`src/hdl/scr_pkg.sv`:
```
// ----------------------------------------------------------------------------
// scr_pkg
// Shared types, constants and command/status structs for the sphere
// collision resolver.
// ----------------------------------------------------------------------------
package scr_pkg;

  // field widths
  localparam int COORD_WIDTH_DEF = 32;
  localparam int MASS_W          = 32;
  localparam int RAD_W           = 31;
  localparam int OV_W            = RAD_W + 1;

  // normal is Q1.30 magnitude, mass shares are Q1.32 up to one
  localparam int N_FRAC   = 30;
  localparam int N_MAG_W  = N_FRAC + 1;
  localparam int SH_FRAC  = 32;
  localparam int SH_W     = SH_FRAC + 1;
  localparam int NQ_STEPS = N_MAG_W;
  localparam int SH_STEPS = SH_W;

  localparam logic [N_MAG_W-1:0] N_ONE = N_MAG_W'(1) << N_FRAC;

  // controller states
  typedef enum logic [4:0] {
    ST_IDLE,
    ST_SQ,
    ST_SQ_END,
    ST_SQRT_GO,
    ST_SQRT_WAIT,
    ST_NDIV_GO,
    ST_NDIV_WAIT,
    ST_CHECK,
    ST_SHA_WAIT,
    ST_SHB_GO,
    ST_SHB_WAIT,
    ST_P1,
    ST_P1_END,
    ST_P2,
    ST_P2_END,
    ST_P3,
    ST_P3_END,
    ST_OUT_A,
    ST_OUT_B
  } state_t;

  // multiplier operations
  typedef enum logic [3:0] {
    MOP_SQ,
    MOP_SA,
    MOP_SB,
    MOP_DOT,
    MOP_PA,
    MOP_PB,
    MOP_KA,
    MOP_KB,
    MOP_VA,
    MOP_VB
  } mop_t;

  // iterative unit jobs
  typedef enum logic [1:0] {
    IT_SQRT,
    IT_NDIV,
    IT_SHA,
    IT_SHB
  } it_mode_t;

  typedef struct packed {
    logic     load_a;
    logic     load_b;
    logic     mul_en;
    mop_t     mop;
    logic [1:0] idx;
    logic     it_start;
    logic     it_cap;
    it_mode_t it_mode;
    logic     n_unit;
    logic     set_ov;
    logic     out_b;
  } cmd_t;

  typedef struct packed {
    logic it_done;
    logic dist_zero;
    logic overlap;
    logic dvn_neg;
  } status_t;

endpackage

```
`src/hdl/scr_ctrl.sv`:
```
// ----------------------------------------------------------------------------
// scr_ctrl
// Sequencer for the collision resolver: drives the handshakes and steps the
// datapath through distance, normal, shares, corrections and output.
// ----------------------------------------------------------------------------
module scr_ctrl
  import scr_pkg::*;
(
  input  logic    clk,
  input  logic    rst_n,
  input  logic    in_tvalid,
  input  logic    in_second,
  output logic    in_tready,
  output logic    out_tvalid,
  input  logic    out_tready,
  output logic    out_last,
  input  status_t status,
  output cmd_t    cmd
);

  state_t     state_r, state_nxt;
  logic [2:0] step_r, step_nxt;
  logic [2:0] dot_step;

  // state register
  always_ff @(posedge clk) begin
    if (!rst_n) begin
      state_r <= ST_IDLE;
      step_r  <= '0;
    end else begin
      state_r <= state_nxt;
      step_r  <= step_nxt;
    end
  end

  assign dot_step = step_r - 3'd2;

  // next state and commands
  always_comb begin
    state_nxt    = state_r;
    step_nxt     = step_r;
    cmd          = '0;
    cmd.mop      = MOP_SQ;
    cmd.it_mode  = IT_SQRT;
    in_tready    = 1'b0;
    out_tvalid   = 1'b0;
    out_last     = 1'b0;
    unique case (state_r)
      ST_IDLE: begin
        in_tready = 1'b1;
        if (in_tvalid) begin
          if (in_second) begin
            cmd.load_b = 1'b1;
            state_nxt  = ST_SQ;
            step_nxt   = '0;
          end else begin
            cmd.load_a = 1'b1;
          end
        end
      end
      ST_SQ: begin
        cmd.mul_en = 1'b1;
        cmd.mop    = MOP_SQ;
        cmd.idx    = step_r[1:0];
        if (step_r == 3'd2) begin
          state_nxt = ST_SQ_END;
          step_nxt  = '0;
        end else begin
          step_nxt = step_r + 3'd1;
        end
      end
      ST_SQ_END: state_nxt = ST_SQRT_GO;
      ST_SQRT_GO: begin
        cmd.it_start = 1'b1;
        cmd.it_mode  = IT_SQRT;
        state_nxt    = ST_SQRT_WAIT;
      end
      ST_SQRT_WAIT: begin
        cmd.it_mode = IT_SQRT;
        if (status.it_done) begin
          cmd.it_cap = 1'b1;
          state_nxt  = ST_NDIV_GO;
          step_nxt   = '0;
        end
      end
      ST_NDIV_GO: begin
        // coincident centres take the +x normal
        if (status.dist_zero) begin
          cmd.n_unit = 1'b1;
          state_nxt  = ST_CHECK;
        end else begin
          cmd.it_start = 1'b1;
          cmd.it_mode  = IT_NDIV;
          cmd.idx      = step_r[1:0];
          state_nxt    = ST_NDIV_WAIT;
        end
      end
      ST_NDIV_WAIT: begin
        cmd.it_mode = IT_NDIV;
        cmd.idx     = step_r[1:0];
        if (status.it_done) begin
          cmd.it_cap = 1'b1;
          if (step_r == 3'd2) begin
            state_nxt = ST_CHECK;
          end else begin
            step_nxt  = step_r + 3'd1;
            state_nxt = ST_NDIV_GO;
          end
        end
      end
      ST_CHECK: begin
        if (status.overlap) begin
          cmd.set_ov   = 1'b1;
          cmd.it_start = 1'b1;
          cmd.it_mode  = IT_SHA;
          state_nxt    = ST_SHA_WAIT;
        end else begin
          state_nxt = ST_OUT_A;
        end
      end
      ST_SHA_WAIT: begin
        cmd.it_mode = IT_SHA;
        if (status.it_done) begin
          cmd.it_cap = 1'b1;
          state_nxt  = ST_SHB_GO;
        end
      end
      ST_SHB_GO: begin
        cmd.it_start = 1'b1;
        cmd.it_mode  = IT_SHB;
        state_nxt    = ST_SHB_WAIT;
      end
      ST_SHB_WAIT: begin
        cmd.it_mode = IT_SHB;
        if (status.it_done) begin
          cmd.it_cap = 1'b1;
          state_nxt  = ST_P1;
          step_nxt   = '0;
        end
      end
      // push distances and normal speed
      ST_P1: begin
        cmd.mul_en = 1'b1;
        case (step_r)
          3'd0:    cmd.mop = MOP_SA;
          3'd1:    cmd.mop = MOP_SB;
          default: begin
            cmd.mop = MOP_DOT;
            cmd.idx = dot_step[1:0];
          end
        endcase
        if (step_r == 3'd4) begin
          state_nxt = ST_P1_END;
          step_nxt  = '0;
        end else begin
          step_nxt = step_r + 3'd1;
        end
      end
      ST_P1_END: state_nxt = ST_P2;
      // position moves, then impulse magnitudes
      ST_P2: begin
        cmd.mul_en = 1'b1;
        cmd.idx    = step_r[2:1];
        if (step_r == 3'd6) begin
          cmd.mop = MOP_KA;
        end else if (step_r == 3'd7) begin
          cmd.mop = MOP_KB;
        end else begin
          cmd.mop = step_r[0] ? MOP_PB : MOP_PA;
        end
        if (step_r == 3'd7) begin
          state_nxt = ST_P2_END;
          step_nxt  = '0;
        end else begin
          step_nxt = step_r + 3'd1;
        end
      end
      ST_P2_END: begin
        if (status.dvn_neg) state_nxt = ST_OUT_A;
        else                state_nxt = ST_P3;
      end
      // velocity changes
      ST_P3: begin
        cmd.mul_en = 1'b1;
        cmd.idx    = step_r[2:1];
        cmd.mop    = step_r[0] ? MOP_VB : MOP_VA;
        if (step_r == 3'd5) begin
          state_nxt = ST_P3_END;
          step_nxt  = '0;
        end else begin
          step_nxt = step_r + 3'd1;
        end
      end
      ST_P3_END: state_nxt = ST_OUT_A;
      ST_OUT_A: begin
        out_tvalid = 1'b1;
        if (out_tready) state_nxt = ST_OUT_B;
      end
      ST_OUT_B: begin
        out_tvalid = 1'b1;
        out_last   = 1'b1;
        cmd.out_b  = 1'b1;
        if (out_tready) state_nxt = ST_IDLE;
      end
      default: state_nxt = ST_IDLE;
    endcase
  end

endmodule

```
`config.mk`:
```
export PLATFORM = sky130hd
export DESIGN_NAME = scr_ctrl
export DESIGN_NICKNAME = d
export VERILOG_FILES = /design/src/hdl/scr_pkg.sv /design/src/hdl/scr_ctrl.sv
export SDC_FILE = /design/constraint.sdc
export NUM_CORES = 1
export LEC_CHECK = 0
export ABC_AREA = 1
export BUFFER_PORTS_ARGS = -buffer_cell sky130_fd_sc_hd__buf_4
export CAP_MARGIN = 20
export CORE_MARGIN = 2
export CORE_UTILIZATION = 57
export DETAILED_ROUTE_END_ITERATION = 8
export PLACE_DENSITY_LB_ADDON = 0.08
export SETUP_SLACK_MARGIN = 0.15
export SLEW_MARGIN = 40
export SYNTH_ARGS = -nofsm -noshare
export SYNTH_HDL_FRONTEND = slang
export SYNTH_SLANG_ARGS = --single-unit
```
`constraint.sdc`:
```
create_clock -name clk -period 4.31 [get_ports clk]
set_input_delay 0.2155 -clock clk [delete_from_list [all_inputs] [get_ports clk]]
set_output_delay 0.2155 -clock clk [all_outputs]
set_load 0.05 [all_outputs]
```
==> results of run 1 <==
## flip-flops by register name, indices dropped and copies added, names as in the netlist
register	flops
step_r	3
state_r	5
## logic make-up after synthesis
kind of cell / count (synthesis) / share of synthesized area
compound gates: 23 / 0.112
fa+ha+maj: 5 / 0.0544
buf+inv: 35 / 0.131
flops: 8 / 0.139
simple gates: 149 / 0.564
## metrics by stage
step                 util  setup slack, ns  std cells
CTS                 0.717             2.22        274
finish              0.717             2.19        274
detailed placement  0.706             2.49        271
global placement    0.706             2.53        271
global route        0.717             2.04        274
floorplan               -             2.12        220
## final cells by class
type                       instances  area (um2)  area share
tap                               27        33.8      0.0245
multi-input combinational        177         840       0.609
timing repair buffer              27         203       0.147
sequential                         8         160       0.116
inverter                          32         120      0.0871
clock buffer                       3        22.5      0.0163
## critical path, delay by kind of cell (launching register included)
kind | cells | cell delay [ns]
AND/OR/NAND/NOR | 3 | 0.57
flip-flops | 1 | 0.52
buffers and inverters | 2 | 0.36
AO/OA/AOI/OAI | 2 | 0.21
## cells in the mapped netlist (all sizes together)
master | instances | area, um2
nand2 | 67 | 256
o21ai | 11 | 55.1
nand3 | 26 | 140
ha | 5 | 62.6
nand4 | 6 | 37.5
o211ai | 4 | 30.0
o2111ai | 1 | 8.76
nor2 | 43 | 174
nand3b | 2 | 15.0
nor3 | 5 | 25.0
buf | 3 | 30.0
a21oi | 7 | 35.0
inv | 32 | 120
dfxtp | 8 | 160
## routing by layer
metal,part of all wire,track usage
met4,0.0064,0.0905
met5,0,0
met3,0.070,0.0460
met2,0.46,0.475
met1,0.46,0.385
## where the power goes
part | internal [W] | switching (W) | leakage [nW]
logic | 0.000163 | 0.000389 | 0.713
clock network | 0.0000317 | 0.0000230 | 0.0138
registers | 0.0000925 | 0.0000352 | 0.0655
total | 0.000287 | 0.000447 | 0.792
## worst max-delay path by stage
stage / start / endpoint / cells past startpoint
floorplan: state_r[1]$_SDFFE_PN0P_ / cmd[10] / 6
global placement: state_r[1]$_SDFFE_PN0P_ / cmd[7] / 7
detailed placement: state_r[1]$_SDFFE_PN0P_ / cmd[9] / 7
CTS: state_r[1]$_SDFFE_PN0P_ / cmd[9] / 7
global route: state_r[1]$_SDFFE_PN0P_ / cmd[9] / 7
finish: state_r[1]$_SDFFE_PN0P_ / cmd[9] / 7
==> results.cfg, run 1 <==
[die]
core_area_um2 = 1920
dieWidth_um = 48.9
num_rows = 16
ios = 28
initial_core_util = 0.598
dieHeight_um = 48.9
dieArea_um2 = 2390

[placed_design]
routabilityCongestion = 0.992
dp_hpwl_um = 2670
port_buffers = 27
postPlaceCellArea_um2 = 1360

[detailed_routing]
ant_nets = 0
drt_wl_total_um = 3300
drt-wirelength-per-cell_um = 12.0
vias_per_cell = 5.46
dr.pass1.iters = 4
drt_iter0_markers = 59
vias = 1497
drc = 0

[sta]
period_minus_slack_ns = 2.12
skew_ns = 0.00589
fmaxAchievable_ghz = 0.472
setup_viol = 0
worstMarginPinSlew_ns = 0.503
rsz0062_at_grt = no
hold_ws_ns = 0.227
finalCritPeriodShare = 0.492
fin_tns_setup_ns = 0
slew_viol_final = 0
relSlewSlack = 0.664
hold_violations = 0

[run_status]
outcome = finished clean

[power_and_ir_drop]
p_total_w = 0.000734
peakVddDrop_mv = 0.466
p_leak_nw = 0.792
p_per_area_nw_per_um2 = 532

[grt]
antenna_found_initial = 0
grt_pass1_vias = 1325
grt-ovfl-total = 0
grt_pass1_wl_um = 5640
grt_max_degree = 13
grtUsageTotal = 0.289

[clock_network]
clock_latency_ns = 0.25
cts_tree = built
cts_sinks = 8
cts-resized-gates = 0
hold_buffers = 0
cts_made_buffers = 3
cts-root-buf = clkbuf_4
cts_max_path_buffers = 2
htreeDepth = 1
cts_setup_buffers = 0
clkTransAtPathRegs_ns = 0.05

[hold_path]
hp-start = rst_n
hold_end = state_r[4]$_SDFFE_PN0P_
holdPathStages = 3
hold_class = in -> reg

[finish]
mostFrequentLayoutCells = nand2_1 (65), nor2_1 (38), inv_1 (29), buf_4 (27), nand3_1 (24)
finalInstanceArea_um2 = 1380
drive_gt1_frac = 0.170
diodes = 0
fillers = 193
area_growth_syn_to_layout_pct = 19.9
nets = 263
final_common_cell = nand2_1

[setup_path]
r2r_start = step_r[0]$_SDFFE_PN0P_
reg2reg_depth = 11
end_kind = primary output
r2r-end = step_r[0]$_SDFFE_PN0P_
critical_path_class = reg -> out
cp-start-kind = flop
critPathSlowestCell = dfxtp_1
r2r_slack_ns = 2.53
cp_cell_sequence = nand2_1 -> nor2_2 -> nand2_1 -> inv_1 -> o21ai_0 -> o211ai_1 -> buf_4
critical-path-max-stage-delay_ns = 0.52
cp.arrival_ns = 1.91
cp_data_required_time_ns = 4.09
crit_top_cell = nand2_1
crit_fanout = 9

[synthesis]
synthDistinctLibCells = 19
syn-cell-area_um2 = 1150
synth_cells = 220
synth_warnings = 0
avgSynthCellArea_um2 = 5.23
syn_nets = 234
yosys_register_bits = 8
ys_seq_area_frac = 0.139

[run]
drv_cap = 0
Note: power is estimated with default switching activity, not from simulation.
==> run 2: changes to the inputs <==
ABC_AREA = 0   (was 1)
CORE_UTILIZATION = 53   (was 57)
clock period = 2.2 ns   (was 4.31 ns; I/O delays follow)
==> results.cfg, run 2 <==
[detailed_routing]
drt_iter0_markers = 51
ant_nets = 0
vias = 1363
dr.pass1.iters = 4
drt_wl_total_um = 3400
drt-wirelength-per-cell_um = 16.1
drc = 0
vias_per_cell = 6.43

[setup_path]
critical-path-max-stage-delay_ns = 0.58
r2r_start = state_r[4]$_SDFFE_PN0P_
r2r_slack_ns = 0.19
r2r-end = state_r[3]$_SDFFE_PN0P_
crit_cells = 6
critPathSlowestCell = or4_4
crit_fanout = 11
path_delay_family = simple AND/OR/NAND/NOR gates
cp_num_buf_inv = 1
cp.arrival_ns = 2.14
endpoint = state_r[3]$_SDFFE_PN0P_
cp-start-kind = flop
cp-startpoint = state_r[4]$_SDFFE_PN0P_
end_kind = flop
cp_data_required_time_ns = 2.33
reg2reg_depth = 6
cp_cell_sequence = buf_4 -> or4_4 -> a211oi_4 -> and3b_4 -> nand4_1 -> nand2_1
critical_path_class = reg -> reg

[clock_network]
cts-root-buf = clkbuf_4
hold_buffers = 0
htreeDepth = 1
cts_max_path_buffers = 2
cts_made_buffers = 3
clkTransAtPathRegs_ns = 0.06
cts_sinks = 8
cts_tree = built
clock_latency_ns = 0.26

[sta]
hold_violations = 0
relSlewSlack = 0.705
skew_ns = 0.00791
setup_viol = 0
slew_viol_final = 0
period_minus_slack_ns = 2.01
finalCritPeriodShare = 0.912
rsz0062_at_grt = yes
worstMarginPinSlew_ns = 0.438
fmaxAchievable_ghz = 0.499

[synthesis]
post-synth-top-count-cell = nor2_1
yosys_register_bits = 8
ys_seq_area_frac = 0.141
async_flop_share = 0
synth_edf_count = 0
netlist.area_leader.share = 0.141
synth_warnings = 0
synthFlopType = dfxtp_1
synth_largest_area_cell = dfxtp_1
syn_nets = 168
yosys-top-cells-area = dfxtp_1 (14%), a21oi_1 (5.7%), ha_1 (5.5%)
syn-cell-area_um2 = 1140
synthTopCellsByCount = nor2_1 (16), a21oi_1 (13), inv_1 (9), nand2_1 (9)
synthDistinctLibCells = 55
avgSynthCellArea_um2 = 7.39
synth_cells = 154

[finish]
fillers = 176
diodes = 0
mostFrequentLayoutCells = buf_4 (37), nor2_1 (13), a21oi_1 (12), nand2_1 (9)
drive_gt1_frac = 0.384
largest_reg_flops = 5
final_common_cell = buf_4
nets = 201
area_growth_syn_to_layout_pct = 29.2
top_register = state_r
top_regs = state_r (5), step_r (3)
finalInstanceArea_um2 = 1470

[placed_design]
dp_hpwl_um = 2600
postPlaceCellArea_um2 = 1400
routabilityCongestion = 0.911
port_buffers = 27

[die]
initial_core_util = 0.569
core_area_um2 = 2000
dieWidth_um = 50.4
num_rows = 16
dieArea_um2 = 2540
ios = 28
dieHeight_um = 50.4

[power_and_ir_drop]
p_total_w = 0.00143
p_leak_nw = 0.602
peakVddDrop_mv = 0.772
p_per_area_nw_per_um2 = 974

[hold_path]
hold_class = in -> reg

[grt]
grt_pass1_vias = 1256
grt-ovfl-total = 0
use_met2 = 0.463
grt_use_met3 = 0.0417
grtUsageTotal = 0.278
grt_max_degree = 16
antenna_found_initial = 0
grt_pass1_wl_um = 5550
use_met1 = 0.354
top_usage_layer = met2

[run_status]
outcome = finished clean

[run]
drv_cap = 0
run 2: cell types whose count changed in the layout (fill, tap and decap cells not counted), moves of 5 or more:
cell     before  now
dfxtp_1       8    3
nand3_1      24    6
inv_1        29    8
nand2_1      65    9
a21oi_1       7   12
buf_4        27   37
nor2_1       38   13
run 2: power by group:
group / internal [W] / total, W / switching [W]
combinational: 0.000431 / 0.00104 / 0.000608
clock: 0.0000626 / 0.000115 / 0.0000521
sequential: 0.000186 / 0.000280 / 0.0000932
run 2: layer usage:
| layer | part of all wire | vias up |
|---|---|---|
| li1 | - | 644 |
| met4 | 0.0097 | 0 |
| met1 | 0.42 | 638 |
| met3 | 0.085 | 6 |
| met2 | 0.49 | 75 |
| met5 | 0 | - |
run 2: worst register-to-register path: stages, from the launching register on:
cell      delay (ns)
dfxtp_2         0.39
buf_4           0.19
or4_4           0.58
a211oi_4        0.30
and3b_4         0.27
nand4_1         0.10
nand2_1         0.06
run 2: cells by family after synthesis:
group / after synthesis / synth area share
flops: 8 / 0.141
compound gates: 49 / 0.299
fa+ha+maj: 5 / 0.0549
buf+inv: 20 / 0.0945
simple gates: 70 / 0.396
xor+xnor: 2 / 0.0154
run 2: how the worst min path moves through the flow:
stage,startpoint,end,slack (ns),cells after the start
after CTS,rst_n,step_r[1]$_SDFFE_PN0P_,0.15,3
after floorplan,rst_n,state_r[3]$_SDFFE_PN0P_,0.25,2
final,rst_n,step_r[1]$_SDFFE_PN0P_,0.14,3
after global placement,rst_n,state_r[3]$_SDFFE_PN0P_,0.42,3
after global routing,rst_n,step_r[2]$_SDFFE_PN0P_,0.17,3
after detailed placement,rst_n,step_r[1]$_SDFFE_PN0P_,0.42,3
run 2: per-stage QoR:
step	setup TNS [ns]	hold slack (ns)	std cells	utilization	setup WS [ns]
6_report	0	0.143	212	0.735	0.194
5_1_grt	0	0.170	212	0.735	0.147
4_1_cts	0	0.147	210	0.718	0.132
3_5_place_dp	0	0.420	207	0.699	0.0163
3_3_place_gp	0	0.417	207	0.699	0.128
2_1_floorplan	-0.109	0.250	154	-	-0.109
run 2: final cells by class:
cell class | count | area [um2] | area share
Multi-Input combinational cell | 126 | 912 | 0.620
Timing Repair Buffer | 39 | 300 | 0.204
Sequential cell | 8 | 169 | 0.115
Inverter | 9 | 33.8 | 0.0230
Tap cell | 27 | 33.8 | 0.0230
Clock buffer | 3 | 22.5 | 0.0153
run 2: repair_timing:
action                                  4_1_cts  5_1_grt
gates cloned                                  0        0
resized for setup                             6        8
endpoints found under the setup margin       10        9
buffers inserted                              0        2
pin swaps                                     0        1
